`src/hw/rtl/ttip_pkg.sv`:
```
package ttip_pkg;

  localparam int VALUE_BITS = 32;
  localparam int MAX_OFFSET = 1023;
  localparam int OFFSET_W   = 10;
  localparam int RADIX_W    = 6;
  localparam int DIGIT_W    = 7;

  localparam logic [7:0] CH_TAB      = 8'h09;
  localparam logic [7:0] CH_CR       = 8'h0D;
  localparam logic [7:0] CH_SPACE    = 8'h20;
  localparam logic [7:0] CH_PLUS     = 8'h2B;
  localparam logic [7:0] CH_MINUS    = 8'h2D;
  localparam logic [7:0] CH_ZERO     = 8'h30;
  localparam logic [7:0] CH_NINE     = 8'h39;
  localparam logic [7:0] CH_UP_A     = 8'h41;
  localparam logic [7:0] CH_UP_X     = 8'h58;
  localparam logic [7:0] CH_UP_Z     = 8'h5A;
  localparam logic [7:0] CH_LO_A     = 8'h61;
  localparam logic [7:0] CH_LO_X     = 8'h78;
  localparam logic [7:0] CH_LO_Z     = 8'h7A;
  localparam logic [7:0] UP_BIAS     = CH_UP_A - 8'd10;
  localparam logic [7:0] LO_BIAS     = CH_LO_A - 8'd10;
  localparam logic [DIGIT_W-1:0] NO_DIGIT = 7'd64;

  localparam logic [RADIX_W-1:0] BASE_OCT = 6'd8;
  localparam logic [RADIX_W-1:0] BASE_DEC = 6'd10;
  localparam logic [RADIX_W-1:0] BASE_HEX = 6'd16;

  typedef enum logic [2:0] {
    PH_IDLE   = 3'd0,
    PH_SPACE  = 3'd1,
    PH_SIGNED = 3'd2,
    PH_ZERO   = 3'd3,
    PH_PREFIX = 3'd4,
    PH_DIGITS = 3'd5
  } phase_t;

  typedef enum logic [1:0] {
    MARK_NONE   = 2'd0,
    MARK_DIGITS = 2'd1,
    MARK_OVF    = 2'd2
  } mark_t;

  typedef enum logic [1:0] {
    BSEL_DEC = 2'd0,
    BSEL_OCT = 2'd1,
    BSEL_HEX = 2'd2
  } base_sel_t;

  typedef struct packed {
    logic [7:0]         ch;
    logic               first;
    logic [RADIX_W-1:0] radix;
  } in_item_t;

  typedef struct packed {
    logic signed [VALUE_BITS-1:0] value;
    logic [OFFSET_W-1:0]          end_offset;
    logic                         overflow;
    logic                         digits_found;
  } out_item_t;

  typedef struct packed {
    logic      start;
    logic      step;
    logic      set_sign;
    logic      set_base;
    base_sel_t base_sel;
    logic      mark_one;
    logic      take;
    logic      close_num;
    logic      emit_prefix;
  } dp_cmd_t;

  typedef struct packed {
    logic is_space;
    logic is_sign;
    logic is_zero;
    logic is_x;
    logic hex_digit;
    logic base_lead0;
    logic term_cur;
    logic term_dec;
    logic term_oct;
  } dp_stat_t;

  function automatic logic [DIGIT_W-1:0] digit_of(input logic [7:0] c);
    logic [7:0] d;
    d = 8'd64;
    if (c >= CH_ZERO && c <= CH_NINE) begin
      d = c - CH_ZERO;
    end else if (c >= CH_UP_A && c <= CH_UP_Z) begin
      d = c - UP_BIAS;
    end else if (c >= CH_LO_A && c <= CH_LO_Z) begin
      d = c - LO_BIAS;
    end
    return d[DIGIT_W-1:0];
  endfunction

endpackage

```
`src/hw/rtl/ttip_ctrl.sv`:
```
module ttip_ctrl (
  input  logic              clk,
  input  logic              rst_n,
  input  logic              in_valid,
  input  logic              in_first,
  output logic              in_ready,
  output logic              out_valid,
  input  logic              out_ready,
  input  ttip_pkg::dp_stat_t stat,
  output ttip_pkg::dp_cmd_t  cmd
);
  import ttip_pkg::*;

  phase_t phase_r, phase_nxt, phase_eff;
  logic   out_valid_r, out_valid_nxt;
  logic   accept, emit, lead;

  assign in_ready  = !out_valid_r || out_ready;
  assign out_valid = out_valid_r;
  assign accept    = in_valid && in_ready;
  assign phase_eff = in_first ? PH_SPACE : phase_r;
  assign emit      = cmd.close_num || cmd.emit_prefix;

  // command decode
  always_comb begin
    cmd          = '0;
    cmd.base_sel = BSEL_DEC;
    lead         = 1'b0;
    cmd.start    = accept && in_first;
    if (accept && phase_eff != PH_IDLE) begin
      cmd.step = 1'b1;
      case (phase_eff)
        PH_SPACE: begin
          if (stat.is_sign) begin
            cmd.set_sign = 1'b1;
          end else if (!stat.is_space) begin
            lead = 1'b1;
          end
        end
        PH_SIGNED: begin
          lead = 1'b1;
        end
        PH_ZERO: begin
          cmd.set_base = 1'b1;
          if (stat.is_x) begin
            cmd.base_sel = BSEL_HEX;
          end else begin
            cmd.base_sel  = BSEL_OCT;
            cmd.mark_one  = 1'b1;
            cmd.take      = 1'b1;
            cmd.close_num = stat.term_oct;
          end
        end
        PH_PREFIX: begin
          if (stat.hex_digit) begin
            cmd.take      = 1'b1;
            cmd.close_num = stat.term_cur;
          end else begin
            cmd.emit_prefix = 1'b1;
          end
        end
        PH_DIGITS: begin
          cmd.take      = 1'b1;
          cmd.close_num = stat.term_cur;
        end
        default: begin
          cmd.step = 1'b0;
        end
      endcase
      if (lead && !(stat.is_zero && stat.base_lead0)) begin
        cmd.set_base  = 1'b1;
        cmd.base_sel  = BSEL_DEC;
        cmd.take      = 1'b1;
        cmd.close_num = stat.term_dec;
      end
    end
  end

  // next state
  always_comb begin
    phase_nxt = phase_r;
    if (accept) begin
      case (phase_eff)
        PH_SPACE: begin
          if (stat.is_sign) begin
            phase_nxt = PH_SIGNED;
          end else if (stat.is_space) begin
            phase_nxt = PH_SPACE;
          end else if (stat.is_zero && stat.base_lead0) begin
            phase_nxt = PH_ZERO;
          end else begin
            phase_nxt = PH_DIGITS;
          end
        end
        PH_SIGNED: begin
          if (stat.is_zero && stat.base_lead0) begin
            phase_nxt = PH_ZERO;
          end else begin
            phase_nxt = PH_DIGITS;
          end
        end
        PH_ZERO: begin
          phase_nxt = stat.is_x ? PH_PREFIX : PH_DIGITS;
        end
        PH_PREFIX: begin
          phase_nxt = PH_DIGITS;
        end
        PH_DIGITS: begin
          phase_nxt = PH_DIGITS;
        end
        default: begin
          phase_nxt = PH_IDLE;
        end
      endcase
      if (emit) begin
        phase_nxt = PH_IDLE;
      end
    end
    out_valid_nxt = (out_valid_r && !out_ready) || (accept && emit);
  end

  always_ff @(posedge clk) begin
    if (!rst_n) begin
      phase_r     <= PH_IDLE;
      out_valid_r <= 1'b0;
    end else begin
      phase_r     <= phase_nxt;
      out_valid_r <= out_valid_nxt;
    end
  end

`ifndef NO_ASSERTIONS
  a_rose_needs_accept: assert property (@(posedge clk) disable iff (!rst_n)
    $rose(out_valid_r) |-> $past(accept))
    else $error("result appeared without an accepted request");

  a_idle_no_result: assert property (@(posedge clk) disable iff (!rst_n)
    accept && !in_first && phase_r == PH_IDLE |=> !out_valid_r)
    else $error("idle request produced a result");

  a_emit_to_idle: assert property (@(posedge clk) disable iff (!rst_n)
    accept && emit |=> phase_r == PH_IDLE && out_valid_r)
    else $error("result emitted without returning to idle");
`endif

endmodule

```
`src/hw/rtl/ttip_dp.sv`:
```
module ttip_dp #(
  parameter int MAX_OFFSET = ttip_pkg::MAX_OFFSET
) (
  input  logic                clk,
  input  logic                rst_n,
  input  ttip_pkg::in_item_t  in_data,
  input  ttip_pkg::dp_cmd_t   cmd,
  output ttip_pkg::dp_stat_t  stat,
  output ttip_pkg::out_item_t out_data
);
  import ttip_pkg::*;

  localparam int VB    = VALUE_BITS;
  localparam int CW    = $clog2(MAX_OFFSET + 1);
  localparam int EXT_W = (CW > OFFSET_W) ? CW : OFFSET_W;
  localparam int NB    = 1 << RADIX_W;
  localparam logic [VB-1:0] LIM_POS = {1'b0, {(VB-1){1'b1}}};
  localparam logic [VB-1:0] LIM_NEG = {1'b1, {(VB-1){1'b0}}};

  // per-base cutoff tables
  logic [VB-1:0]      cutv_pos_tab [NB];
  logic [VB-1:0]      cutv_neg_tab [NB];
  logic [RADIX_W-1:0] cutd_pos_tab [NB];
  logic [RADIX_W-1:0] cutd_neg_tab [NB];

  for (genvar b = 0; b < NB; b++) begin : g_cut
    localparam int DIV = (b == 0) ? 10 : b;
    localparam logic [VB-1:0] QP = LIM_POS / DIV;
    localparam logic [VB-1:0] RP = LIM_POS % DIV;
    localparam logic [VB-1:0] QN = LIM_NEG / DIV;
    localparam logic [VB-1:0] RN = LIM_NEG % DIV;
    assign cutv_pos_tab[b] = QP;
    assign cutd_pos_tab[b] = RP[RADIX_W-1:0];
    assign cutv_neg_tab[b] = QN;
    assign cutd_neg_tab[b] = RN[RADIX_W-1:0];
  end

  logic               neg_r, neg_nxt, neg_cur;
  logic [RADIX_W-1:0] base_r, base_nxt, base_cur, base_new, base_look;
  logic [VB-1:0]      accum_r, accum_nxt, accum_cur, accum_in;
  mark_t              mark_r, mark_nxt, mark_cur, mark_in;
  logic [CW-1:0]      count_r, count_nxt, count_cur;
  logic [VB-1:0]      cutv_r, cutv_nxt;
  logic [RADIX_W-1:0] cutd_r, cutd_nxt;
  out_item_t          out_r, out_nxt;

  logic [DIGIT_W-1:0] dig;
  logic [VB+5:0]      prod;
  logic [VB+5:0]      sum;
  logic               ovf_hit;
  logic [EXT_W-1:0]   idx_ext, idx_m1_ext;
  logic [7:0]         c;

  assign c         = in_data.ch;
  assign dig       = digit_of(c);
  assign neg_cur   = cmd.start ? 1'b0 : neg_r;
  assign base_cur  = cmd.start ? in_data.radix : base_r;
  assign base_look = in_data.first ? in_data.radix : base_r;
  assign accum_cur = cmd.start ? '0 : accum_r;
  assign mark_cur  = cmd.start ? MARK_NONE : mark_r;
  assign count_cur = cmd.start ? '0 : count_r;

  always_comb begin
    base_new = base_cur;
    if (cmd.set_base) begin
      if (cmd.base_sel == BSEL_HEX) begin
        base_new = BASE_HEX;
      end else if (base_cur == '0) begin
        base_new = (cmd.base_sel == BSEL_OCT) ? BASE_OCT : BASE_DEC;
      end
    end
  end

  assign mark_in  = cmd.mark_one ? MARK_DIGITS : mark_cur;
  assign accum_in = cmd.mark_one ? '0 : accum_cur;

  always_comb begin
    stat            = '0;
    stat.is_space   = (c == CH_SPACE) || (c >= CH_TAB && c <= CH_CR);
    stat.is_sign    = (c == CH_PLUS) || (c == CH_MINUS);
    stat.is_zero    = (c == CH_ZERO);
    stat.is_x       = (c == CH_LO_X) || (c == CH_UP_X);
    stat.hex_digit  = dig < DIGIT_W'(16);
    stat.base_lead0 = (base_look == '0) || (base_look == BASE_HEX);
    stat.term_cur   = dig >= {1'b0, base_look};
    stat.term_dec   = dig >= {1'b0, (base_look == '0) ? BASE_DEC : base_look};
    stat.term_oct   = dig >= {1'b0, (base_look == '0) ? BASE_OCT : base_look};
  end

  // the cycle that picks the base always starts from a zero accumulator
  assign ovf_hit = (mark_in == MARK_OVF) ||
                   (!cmd.set_base && ((accum_in > cutv_r) ||
                                      (accum_in == cutv_r && dig > {1'b0, cutd_r})));
  assign prod = (VB+6)'(accum_in) * (VB+6)'(base_new);
  assign sum  = prod + (VB+6)'(dig);

  assign idx_ext    = EXT_W'(count_cur);
  assign idx_m1_ext = (count_cur == '0) ? '0 : EXT_W'(count_cur - CW'(1));

  always_comb begin
    neg_nxt   = cmd.set_sign ? (c == CH_MINUS) : neg_cur;
    base_nxt  = base_new;
    accum_nxt = accum_in;
    mark_nxt  = mark_in;
    count_nxt = (count_cur < CW'(MAX_OFFSET)) ? count_cur + CW'(1) : count_cur;
    cutv_nxt  = cutv_r;
    cutd_nxt  = cutd_r;
    if (cmd.set_base) begin
      cutv_nxt = neg_cur ? cutv_neg_tab[base_new] : cutv_pos_tab[base_new];
      cutd_nxt = neg_cur ? cutd_neg_tab[base_new] : cutd_pos_tab[base_new];
    end
    if (cmd.take && !cmd.close_num) begin
      if (ovf_hit) begin
        mark_nxt = MARK_OVF;
      end else begin
        mark_nxt  = MARK_DIGITS;
        accum_nxt = sum[VB-1:0];
      end
    end

    out_nxt = out_r;
    if (cmd.emit_prefix) begin
      out_nxt.value        = '0;
      out_nxt.end_offset   = idx_m1_ext[OFFSET_W-1:0];
      out_nxt.overflow     = 1'b0;
      out_nxt.digits_found = 1'b1;
    end else if (cmd.close_num) begin
      case (mark_in)
        MARK_OVF: begin
          out_nxt.value        = neg_cur ? LIM_NEG : LIM_POS;
          out_nxt.end_offset   = idx_ext[OFFSET_W-1:0];
          out_nxt.overflow     = 1'b1;
          out_nxt.digits_found = 1'b1;
        end
        MARK_DIGITS: begin
          out_nxt.value        = neg_cur ? ('0 - accum_in) : accum_in;
          out_nxt.end_offset   = idx_ext[OFFSET_W-1:0];
          out_nxt.overflow     = 1'b0;
          out_nxt.digits_found = 1'b1;
        end
        default: begin
          out_nxt.value        = '0;
          out_nxt.end_offset   = '0;
          out_nxt.overflow     = 1'b0;
          out_nxt.digits_found = 1'b0;
        end
      endcase
    end
  end

  always_ff @(posedge clk) begin
    if (!rst_n) begin
      neg_r   <= 1'b0;
      base_r  <= '0;
      accum_r <= '0;
      mark_r  <= MARK_NONE;
      count_r <= '0;
      cutv_r  <= '0;
      cutd_r  <= '0;
    end else if (cmd.step) begin
      neg_r   <= neg_nxt;
      base_r  <= base_nxt;
      accum_r <= accum_nxt;
      mark_r  <= mark_nxt;
      count_r <= count_nxt;
      cutv_r  <= cutv_nxt;
      cutd_r  <= cutd_nxt;
    end
  end

  always_ff @(posedge clk) begin
    if (cmd.step) begin
      out_r <= out_nxt;
    end
  end

  assign out_data = out_r;

endmodule

```
`src/hw/rtl/text_to_integer_parser_unit.sv`:
```
// channel  ports                          payload
// in       in_valid / in_ready / in_data  ch, first, radix
// out      out_valid / out_ready / out_data  value, end_offset, overflow, digits_found
//
// one character per cycle when not stalled; a terminating character loads the
// result register in the same cycle it is accepted; the result shows next cycle
// the single output register sets the rate: a request is taken whenever it is
// empty or being drained, and stalls only while a result waits on out_ready
// synchronous active-low reset returns the parser to idle with no result pending
module text_to_integer_parser_unit #(
  parameter int MAX_OFFSET = ttip_pkg::MAX_OFFSET
) (
  input  logic                clk,
  input  logic                rst_n,
  input  logic                in_valid,
  output logic                in_ready,
  input  ttip_pkg::in_item_t  in_data,
  output logic                out_valid,
  input  logic                out_ready,
  output ttip_pkg::out_item_t out_data
);
  import ttip_pkg::*;

  dp_cmd_t  cmd;
  dp_stat_t stat;

  ttip_ctrl u_ctrl (
    .clk       (clk),
    .rst_n     (rst_n),
    .in_valid  (in_valid),
    .in_first  (in_data.first),
    .in_ready  (in_ready),
    .out_valid (out_valid),
    .out_ready (out_ready),
    .stat      (stat),
    .cmd       (cmd)
  );

  ttip_dp #(
    .MAX_OFFSET (MAX_OFFSET)
  ) u_dp (
    .clk      (clk),
    .rst_n    (rst_n),
    .in_data  (in_data),
    .cmd      (cmd),
    .stat     (stat),
    .out_data (out_data)
  );

endmodule

```
`config.mk`:
```
export PLATFORM = sky130hd
export DESIGN_NAME = text_to_integer_parser_unit
export DESIGN_NICKNAME = d
export VERILOG_FILES = /design/src/hw/rtl/ttip_pkg.sv /design/src/hw/rtl/ttip_ctrl.sv /design/src/hw/rtl/ttip_dp.sv /design/src/hw/rtl/text_to_integer_parser_unit.sv
export SDC_FILE = /design/constraint.sdc
export NUM_CORES = 1
export LEC_CHECK = 0
export ABC_AREA = 1
export BUFFER_PORTS_ARGS = -buffer_cell sky130_fd_sc_hd__buf_2
export CORE_AREA = 2 2 184 322
export CTS_BUF_LIST = sky130_fd_sc_hd__clkbuf_8
export DETAILED_ROUTE_END_ITERATION = 10
export DIE_AREA = 0 0 186 324
export PLACE_DENSITY = 0.44
export SYNTH_ARGS = -nofsm -noshare
export SYNTH_HDL_FRONTEND = slang
export SYNTH_SLANG_ARGS = --single-unit
```
`constraint.sdc`:
```
create_clock -name clk -period 12.8 [get_ports clk]
set_input_delay 3.2 -clock clk [delete_from_list [all_inputs] [get_ports clk]]
set_output_delay 3.2 -clock clk [all_outputs]
set_load 0.05 [all_outputs]
```
==> flow_metrics.env, run 1 <==
export IMPL_p_int_mw=0.8617
export IMPL_grt_max_degree=59
export IMPL_crit_fanout=42
export IMPL_synth_edff_count=44
export IMPL_ys_async_sr_fraction_pct=0
export IMPL_root_buffer="clkbuf_8"
export IMPL_hold_viol_final=0
export IMPL_critPathKind="input port to flip-flop"
export IMPL_gp_congestion=0.9791
export IMPL_postSynthAreaPerCell_um2=6.538
export IMPL_layout_nets=3068
export IMPL_synth_nets=3069
export IMPL_gr_total_overflow=0
export IMPL_final_seq_area_um2=3183
export IMPL_drv_max_cap_violation_count=0
export IMPL_cts_repair_resized=0
export IMPL_count_of_different_cell_masters_after_synthesis=61
export IMPL_postCtsSetupRepairBufs=0
export IMPL_max_clock_path_buffers=2
export IMPL_ys_dominant_reg_cell="dfxtp_1"
export IMPL_min_path_type="flip-flop to flip-flop"
export IMPL_drive_gt1_share_pct=8.479
export IMPL_worst_ir_drop_vdd_mv=0.06843
export IMPL_timing_final_setup_violations=0
export IMPL_slew_headroom_pct=17.87
export IMPL_num_vias=19802
export IMPL_netlist_instances=2795
export IMPL_drt_pre_antenna_iters=6
export IMPL_die_area_um2=60260
export IMPL_cts_buffers_inserted=17
export IMPL_io_pin_count=65
export IMPL_yosysSeqAreaShare_pct=17.42
export IMPL_ctsHtreeMaxLevel=4
export IMPL_grt_antenna_before_repair=12
export IMPL_type_of_element_launching_the_critical_path="input port"
export IMPL_pwr_share_clk_pct=21.8
export IMPL_fin_skew_ns=0.03150
export IMPL_dpl_hpwl_um=71070
export IMPL_hold_buffers=0
export IMPL_critPathRequiredTime_ns=13.17
export IMPL_netlist_area_um2=18270
export IMPL_portion_of_total_power_attributed_to_sequential_cells_pct=27.6
export IMPL_antenna_left=0
export IMPL_final_core_utilization_pct=34.02
export IMPL_die_width_um=186
export IMPL_timing_critical_path_slowest_cell_delay_ns=0.72
export IMPL_ys_seq_elements=137
export IMPL_pin_slew_with_the_least_headroom_to_its_limit_ns=1.227
export IMPL_tritoncts="done"
export IMPL_initial_utilization_pct=31.60
export IMPL_crit_slowest_cell="nand2_2"
export IMPL_clock_sink_count=137
export IMPL_pwr_share_comb_pct=50.6
export IMPL_synthesis_yosys_warnings=0
export IMPL_leading_cell_type_in_the_layout_fill_and_taps_excluded="nand2_1"
export IMPL_port_buffers=64
export IMPL_synthToLayoutAreaGrowth_pct=7.656
export IMPL_drt_drc_violations_left=0
export IMPL_timing_critical_path_mode_cell="nand2_1"
export IMPL_multiInputGateArea_um2=13290
export IMPL_sw_pwr_mw=0.8980
export IMPL_switching_share_pct=51.03
export IMPL_detail_route_iter0_violations=1442
export IMPL_p_total_mw=1.760
export IMPL_timing_reg2reg_setup_slack_ns=4.66
export IMPL_whs_ns=0.4762
export IMPL_avgViaCountPerCell=5.520
export IMPL_clock_latency_ns=0.52
export IMPL_fillers=6422
export IMPL_path_clk_slew_ns=0.10
export IMPL_grt_pass1_wl_um=136800
export IMPL_rsz0062_at_grt="false"
export IMPL_p_leak_nw=9.314
export IMPL_design_core_area_um2=57820
export IMPL_critical_path_arrival_ns=11.14
export IMPL_max_freq_ghz=0.09280
export IMPL_layout_worst_path_cycle_share_pct=84.18
export IMPL_die_y_um=324
export IMPL_critical_path_endpoint_type="flip-flop"
export IMPL_detail_route_wl_per_cell_um=25.99
export IMPL_outcome="finished clean"
export IMPL_via_count_of_the_first_global_routing_pass=20219
export IMPL_cellPowerDensity_nw_per_um2=89.46
export IMPL_global_route_usage_total_pct=31.77
export IMPL_finalMaxSlewViolations=0
export IMPL_finalSetupTns_ns=0
export IMPL_row_count=117
export IMPL_timing_final_crit_period_ns=10.78
export IMPL_detail_route_wirelength_um=93210
export IMPL_mostFrequentLayoutCells="nand2_1 (618), nor2_1 (380), inv_1 (294)"
## cell usage after synthesis, drive strengths merged (6+ instances only)
cell / number / area (um2)
a211oi: 6 / 45.04
a21oi: 238 / 1202
a31oi: 17 / 106.4
buf: 67 / 401.6
clkbuf: 55 / 206.5
dfxtp: 93 / 1862
edfxtp: 44 / 1321
fa: 113 / 2262
ha: 142 / 1777
inv: 318 / 1194
nand2: 636 / 2440
nand3: 207 / 1096
nand3b: 9 / 67.56
nand4: 41 / 256.5
nor2: 416 / 1678
nor3: 38 / 222.7
nor4: 6 / 37.54
o211ai: 36 / 270.3
o21ai: 231 / 1160
xnor2: 17 / 148.9
xor2: 22 / 192.7
## stage by stage
step / cell area [um2] / std cells / setup slack [ns]
floorplan: 18270 / 2795 / 3.640
global placement: 19240 / 3546 / 1.635
detailed placement: 19240 / 3546 / 1.565
CTS: 19630 / 3578 / 2.118
global route: 19660 / 3581 / 1.484
finish: 19670 / 3587 / 2.024
## path summary, 6_finish.rpt
check / from / to / cells after the start
setup / recovery: in_data[6] / u_dp.accum_r[18] / 36
hold / removal: u_dp.cutv_r[22] / u_dp.cutv_r[22] / 2
setup reg to reg: u_ctrl.out_valid / u_dp.accum_r[18] / 32
hold reg to reg: u_dp.cutv_r[22] / u_dp.cutv_r[22] / 2
## cell families (layout without fill, tap and decap cells)
logic type / count (synthesis) / count (layout) / share of synthesized area (%)
adders and majority gates: 255 / 255 / 22.10
other: 0 / 7 / 0
DFF: 137 / 137 / 17.42
AOI/OAI and AO/OA: 559 / 559 / 16.65
and+or+nand+nor: 1360 / 1360 / 31.99
buffers and inverters: 445 / 457 / 9.963
xor gates and xnor gates: 39 / 39 / 1.869
## power groups by stage
stage / registers, mW / clock network (mW) / logic, mW
floorplan: 0.518 / 0 / 0.515
global placement: 0.496 / 0 / 0.856
detailed placement: 0.496 / 0 / 0.849
CTS: 0.487 / 0.392 / 0.853
global route: 0.489 / 0.403 / 0.955
finish: 0.486 / 0.384 / 0.890
## routing by layer
metal / track usage, % / share of wire (%) / vias up / wire, um
li1: - / - / 9204 / -
met1: 31.74 / 34 / 9407 / 31780
met2: 54.32 / 49 / 814 / 45980
met3: 7.814 / 6.2 / 369 / 5754
met4: 28.08 / 10 / 8 / 9640
met5: 0 / 0.058 / - / 54
## worst max-delay path: cells and delay by family
family          cells  cell delay (ns)
fa+ha+maj           5             2.44
buf+inv             9             1.68
simple gates       11             1.87
compound gates     10             1.71
xor+xnor            1             0.17
## sequential cells by signal, summed over array words and instances (netlist names)
name and cells:
u_dp.neg_r 1, u_ctrl.phase_r 3, u_dp.cutv_r 32, u_dp.base_r 6
u_ctrl.out_valid 1, u_dp.cutd_r 6, u_dp.count_r 10, u_dp.accum_r 32
u_dp.mark_r 2, u_dp.out_data 44
## area by class of cell
class	count	area share (%)
Inverter	323	6.163
Tap cell	773	4.917
Sequential cell	137	16.18
Clock inverter	15	0.7633
Multi-Input combinational cell	2213	67.57
Antenna cell	7	0.08905
Timing Repair Buffer	102	3.129
Clock buffer	17	1.189
Power figures use the tool's default switching activity.
==> run 2: changes to the inputs <==
--- a/config.mk
+++ b/config.mk
@@ -11,7 +11,7 @@
 export CTS_BUF_LIST = sky130_fd_sc_hd__clkbuf_8
 export DETAILED_ROUTE_END_ITERATION = 10
 export DIE_AREA = 0 0 186 324
-export PLACE_DENSITY = 0.44
+export PLACE_DENSITY = 0.46
 export SYNTH_ARGS = -nofsm -noshare
 export SYNTH_HDL_FRONTEND = slang
 export SYNTH_SLANG_ARGS = --single-unit
==> constraint.sdc (replaced) <==
create_clock -name clk -period 9.4 [get_ports clk]
set_input_delay 2.35 -clock clk [delete_from_list [all_inputs] [get_ports clk]]
set_output_delay 2.35 -clock clk [all_outputs]
set_load 0.05 [all_outputs]
==> run 2 against run 1 <==
Effect of this change:
- combinational power grew 34%
- setup slack lost 1.1 ns
- first-iteration DRC count up 21%
- power increased by 33%
- via count grew 1.2%
- critical path depth shrank 3
- die area unchanged
- cell count rose by 0.67%
- sequential power up 36%
- register-to-register slack worse by 1.9 ns
- sequential share of layout area decreased by 0.14 points
- critical path type unchanged
- largest power group unchanged
==> flow_metrics.env, run 2 (synthesized netlist as in run 1, its figures left out) <==
export IMPL_timing_final_crit_period_ns=8.505
export IMPL_type_of_element_launching_the_critical_path="input port"
export IMPL_postCtsSetupRepairBufs=0
export IMPL_path_clk_slew_ns=0.10
export IMPL_pin_slew_with_the_least_headroom_to_its_limit_ns=1.270
export IMPL_num_vias=20044
export IMPL_drv_max_cap_violation_count=0
export IMPL_slew_headroom_pct=14.43
export IMPL_r2r_start="u_ctrl.out_valid"
export IMPL_cellPowerDensity_nw_per_um2=118.4
export IMPL_io_pin_count=65
export IMPL_finalSetupTns_ns=0
export IMPL_detail_route_iter0_violations=1741
export IMPL_cts_buffers_inserted=17
export IMPL_min_path_type="flip-flop to flip-flop"
export IMPL_final_seq_area_um2=3183
export IMPL_p_leak_nw=9.418
export IMPL_global_route_usage_total_pct=30.04
export IMPL_dpl_hpwl_um=68560
export IMPL_critPathRequiredTime_ns=9.84
export IMPL_timing_final_setup_violations=0
export IMPL_rsz0062_at_grt="false"
export IMPL_row_count=117
export IMPL_drive_gt1_share_pct=9.386
export IMPL_holdCritStartpoint="u_dp.accum_r[31]"
export IMPL_max_clock_path_buffers=2
export IMPL_hold_path_cell_count=2
export IMPL_multiInputGateArea_um2=13290
export IMPL_finalMaxSlewViolations=0
export IMPL_outcome="finished clean"
export IMPL_timing_critical_path_mode_cell="nand2_1"
export IMPL_leading_cell_type_in_the_layout_fill_and_taps_excluded="nand2_1"
export IMPL_hold_viol_final=0
export IMPL_timing_critical_path_slowest_cell_delay_ns=0.55
export IMPL_detail_route_wl_per_cell_um=24.63
export IMPL_layout_worst_path_cycle_share_pct=90.48
export IMPL_antenna_left=0
export IMPL_avgViaCountPerCell=5.551
export IMPL_clock_latency_ns=0.51
export IMPL_largest_register_ff_count=44
export IMPL_fillers=6394
export IMPL_layout_nets=3095
export IMPL_die_area_um2=60260
export IMPL_critPathKind="input port to flip-flop"
export IMPL_crit_fanout=10
export IMPL_critical_path_arrival_ns=8.95
export IMPL_grt_antenna_before_repair=5
export IMPL_drt_pre_antenna_iters=5
export IMPL_worst_ir_drop_vdd_mv=0.08745
export IMPL_via_count_of_the_first_global_routing_pass=20117
export IMPL_crit_slowest_cell="fa_1"
export IMPL_root_buffer="clkbuf_8"
export IMPL_clock_sink_count=137
export IMPL_fin_skew_ns=0.02181
export IMPL_timing_reg2reg_setup_slack_ns=2.74
export IMPL_initial_utilization_pct=31.60
export IMPL_whs_ns=0.4715
export IMPL_grt_pass1_wl_um=131300
export IMPL_grt_max_degree=62
export IMPL_destination_of_the_worst_hold_path="u_dp.accum_r[31]"
export IMPL_gp_congestion=1.057
export IMPL_critical_path_endpoint_type="flip-flop"
export IMPL_max_freq_ghz=0.1176
export IMPL_die_y_um=324
export IMPL_worstReg2RegEnd="u_dp.accum_r[26]"
export IMPL_gr_total_overflow=0
export IMPL_die_width_um=186
export IMPL_hold_buffers=0
export IMPL_ctsHtreeMaxLevel=4
export IMPL_design_core_area_um2=57820
export IMPL_synthToLayoutAreaGrowth_pct=8.594
export IMPL_detail_route_wirelength_um=88920
export IMPL_mostFrequentLayoutCells="nand2_1 (618), nor2_1 (380), inv_1 (292)"
export IMPL_drt_drc_violations_left=0
export IMPL_ff2ff_path_depth=26
export IMPL_cts_repair_resized=0
export IMPL_port_buffers=64
export IMPL_tritoncts="done"
[run 2: changes by cell type in the layout (fill, tap and decap cells not counted), moves of 2 or more]
cell        delta
buf_4         +29
inv_8          +3
inv_1          -2
bufinv_16      -2
clkinvlp_4     +2
diode_2        -3
clkinv_2       -3
[run 2: how the worst max path moves through the flow]
stage                            from               end  slack [ns]  depth (start not counted)
final                     in_data[12]  u_dp.accum_r[18]        0.90                         33
after global routing      in_data[12]  u_dp.accum_r[18]        0.45                         33
after CTS                 in_data[12]  u_dp.accum_r[18]        0.98                         33
after detailed placement  in_data[12]  u_dp.accum_r[18]        0.47                         33
after global placement    in_data[12]  u_dp.accum_r[18]        0.55                         33
after floorplan             out_ready  u_dp.accum_r[18]        1.09                         32
[run 2: layer usage]
layer / global-route usage, % / vias up / share of wire, %
li1: - / 9262 / -
met1: 30.99 / 9632 / 35
met2: 53.33 / 822 / 51
met3: 4.502 / 324 / 5.1
met4: 24.44 / 4 / 9.5
met5: 0 / - / 0.030
[run 2: cell type report]
cell class / instances / area share, %
multi-input cells: 2213 / 66.98
flip-flops and latches: 137 / 16.04
inverters: 323 / 6.110
well taps: 773 / 4.874
repair buffers: 129 / 4.073
clock buffers: 17 / 1.179
clock inverters: 15 / 0.6873
diodes: 4 / 0.05044
[run 2: worst max-delay path: cells and delay by family]
family / cells / cell delay [ns]
xor+xnor: 1 / 0.17
simple gates: 10 / 1.23
buf+inv: 7 / 0.71
compound gates: 9 / 1.84
fa+ha+maj: 6 / 2.63
[run 2: power by group]
part	switching (mW)	total (mW)	leakage (nW)	internal, mW
sequential	0.0165	0.662	1.19	0.646
clock	0.302	0.495	0.176	0.192
combinational	0.889	1.19	8.05	0.303
total	1.21	2.35	9.42	1.14
[run 2: stage by stage]
stage | instance area (um2) | cells | worst slack (ns) | util (%) | power [mW]
after global placement | 19460 | 3575 | 0.5521 | 33.66 | 1.831
after global routing | 19840 | 3608 | 0.4524 | 34.30 | 2.473
after floorplan | 18270 | 2795 | 1.090 | - | 1.406
after CTS | 19830 | 3607 | 0.9834 | 34.30 | 2.324
final | 19840 | 3611 | 0.8952 | 34.32 | 2.349
after detailed placement | 19460 | 3575 | 0.4690 | 33.66 | 1.826
==> run 3: changes to the inputs <==
==> constraint.sdc (replaced) <==
create_clock -name clk -period 7.7 [get_ports clk]
set_input_delay 1.925 -clock clk [delete_from_list [all_inputs] [get_ports clk]]
set_output_delay 1.925 -clock clk [all_outputs]
set_load 0.05 [all_outputs]
==> run 3 against run 2 <==
Effect of this change:
- the run now ends with design-rule violations left
- cell count grew 6.7%
- clock power grew 24%
- via count grew 4.8%
- global-route usage grew 3.8 points
- flip-flop and latch count is the same
- setup slack lost 0.44 ns
- routed wire length grew 11%
- utilization grew 3.4 points
- sequential power grew 22%
- cell area grew 9.9%
- largest power group unchanged
==> flow_metrics.env, run 3 (synthesized netlist as in run 1, its figures left out) <==
export IMPL_outcome="finished, violations left"
export IMPL_violations="design-rule violations"
export IMPL_max_clock_path_buffers=2
export IMPL_dpl_hpwl_um=76910
export IMPL_worst_ir_drop_vdd_mv=0.1187
export IMPL_detailroute_wirelength_met3_um=5695
export IMPL_layout_worst_path_cycle_share_pct=94.04
export IMPL_root_buffer="clkbuf_8"
export IMPL_crit_slowest_cell="fa_1"
export IMPL_layout_nets=3332
export IMPL_slew_headroom_pct=5.395
export IMPL_path_clk_slew_ns=0.09
export IMPL_timing_reg2reg_setup_slack_ns=1.78
export IMPL_drv_max_cap_violation_count=0
export IMPL_grt_max_degree=62
export IMPL_design_core_area_um2=57820
export IMPL_m1WireLength_um=32130
export IMPL_initial_utilization_pct=31.60
export IMPL_fin_skew_ns=0.02426
export IMPL_min_path_type="flip-flop to flip-flop"
export IMPL_cts_buffers_inserted=17
export IMPL_clock_latency_ns=0.51
export IMPL_startpoint="in_data[7]"
export IMPL_die_y_um=324
export IMPL_p_leak_nw=10.63
export IMPL_p_int_mw=1.514
export IMPL_pin_slew_with_the_least_headroom_to_its_limit_ns=1.404
export IMPL_critPathRequiredTime_ns=8.09
export IMPL_global_route_usage_total_pct=33.87
export IMPL_fillers=6413
export IMPL_r2r_start="u_ctrl.out_valid"
export IMPL_io_pin_count=65
export IMPL_pwr_share_comb_pct=53.9
export IMPL_postCtsSetupRepairBufs=0
export IMPL_cts_repair_resized=0
export IMPL_critPathKind="input port to flip-flop"
export IMPL_cpLargestDelayFamily="adder cells"
export IMPL_holdCritStartpoint="u_ctrl.phase_r[0]"
export IMPL_whs_ns=0.4737
export IMPL_die_area_um2=60260
export IMPL_drt_drc_violations_left=1
export IMPL_largest_register_ff_count=44
export IMPL_gr_total_overflow=0
export IMPL_tritoncts="done"
export IMPL_timing_final_crit_period_ns=7.241
export IMPL_switching_share_pct=50.87
export IMPL_finalMaxSlewViolations=0
export IMPL_num_vias=21006
export IMPL_cellPowerDensity_nw_per_um2=141.3
export IMPL_timing_final_setup_violations=0
export IMPL_timing_critical_path_slowest_cell_delay_ns=0.55
export IMPL_met2_length_um=50800
export IMPL_die_width_um=186
export IMPL_drt_pre_antenna_iters=9
export IMPL_synthToLayoutAreaGrowth_pct=19.32
export IMPL_critical_path_arrival_ns=7.63
export IMPL_timing_critical_path_mode_cell="nand2_1"
export IMPL_hold_viol_final=0
export IMPL_clock_sink_count=137
export IMPL_antenna_left=0
export IMPL_detail_route_wirelength_um=99020
export IMPL_avgViaCountPerCell=5.453
export IMPL_gp_congestion=1.034
export IMPL_post_layout_nonfiller_instances=3852
export IMPL_top_layer_used="met5"
export IMPL_grt_pass1_wl_um=144700
export IMPL_critical_path_endpoint_type="flip-flop"
export IMPL_type_of_element_launching_the_critical_path="input port"
export IMPL_crit_fanout=5
export IMPL_via_count_of_the_first_global_routing_pass=21465
export IMPL_critical_path_buf_inv_count=7
export IMPL_hold_buffers=0
export IMPL_grt_antenna_before_repair=17
export IMPL_detail_route_iter0_violations=1619
export IMPL_portion_of_total_power_attributed_to_sequential_cells_pct=26.2
export IMPL_row_count=117
export IMPL_final_seq_area_um2=3183
export IMPL_multiInputGateArea_um2=13330
export IMPL_rsz0062_at_grt="true"
export IMPL_port_buffers=64
export IMPL_max_freq_ghz=0.1381
export IMPL_sw_pwr_mw=1.568
export IMPL_ctsHtreeMaxLevel=4
export IMPL_detail_route_wl_per_cell_um=25.71
export IMPL_dp_cells=3811
export IMPL_mostFrequentLayoutCells="nand2_1 (618), nor2_1 (379), inv_1 (293)"
export IMPL_drive_gt1_share_pct=16.61
export IMPL_pwr_share_clk_pct=19.9
export IMPL_leading_cell_type_in_the_layout_fill_and_taps_excluded="nand2_1"
-- run 3: through the flow --
step	util, %	area, um2	TNS (ns)	setup slack, ns	power, mW
floorplan	-	18280	0	0.06007	1.717
global placement	36.94	21360	-0.1779	-0.07516	2.409
detailed placement	36.94	21360	-0.5015	-0.1172	2.396
global route	37.68	21790	-0.005834	-0.005834	3.230
CTS	37.59	21730	0	0.4172	3.016
finish	37.71	21800	0	0.4586	3.082
-- run 3: layout make-up --
| type | instances | area share (%) |
|---|---|---|
| sequential | 137 | 14.60 |
| timing repair buffer | 366 | 12.46 |
| clock inverter | 15 | 0.6485 |
| antenna | 8 | 0.09182 |
| inverter | 323 | 5.561 |
| multi-input combinational | 2213 | 61.13 |
| tap | 773 | 4.436 |
| clock buffer | 17 | 1.073 |
-- run 3: path summary, 6_finish.rpt --
path,to,depth (start not counted)
worst min-delay path,u_ctrl.phase_r[0],2
worst min register to register,u_ctrl.phase_r[0],2
worst max register to register,u_dp.accum_r[13],30
worst max-delay path,u_dp.accum_r[13],35
-- run 3: layer usage --
layer	vias to the layer above	GRT usage (%)
li1	9747	-
met1	10037	31.89
met2	824	60.50
met3	378	8.353
met4	20	29.27
met5	-	0
-- run 3: tightest hold or removal path: stages (launching register included) --
cell and delay [ns]:
dfxtp_1 0.32, nand2_1 0.06, a21oi_1 0.05
-- run 3: power groups by stage --
stage / registers [mW] / logic, mW / clock network [mW]
2_1_floorplan: 0.861 / 0.856 / 0
3_3_place_gp: 0.823 / 1.59 / 0
5_1_grt: 0.811 / 1.77 / 0.645
3_5_place_dp: 0.823 / 1.57 / 0
4_1_cts: 0.806 / 1.58 / 0.628
6_report: 0.807 / 1.66 / 0.614
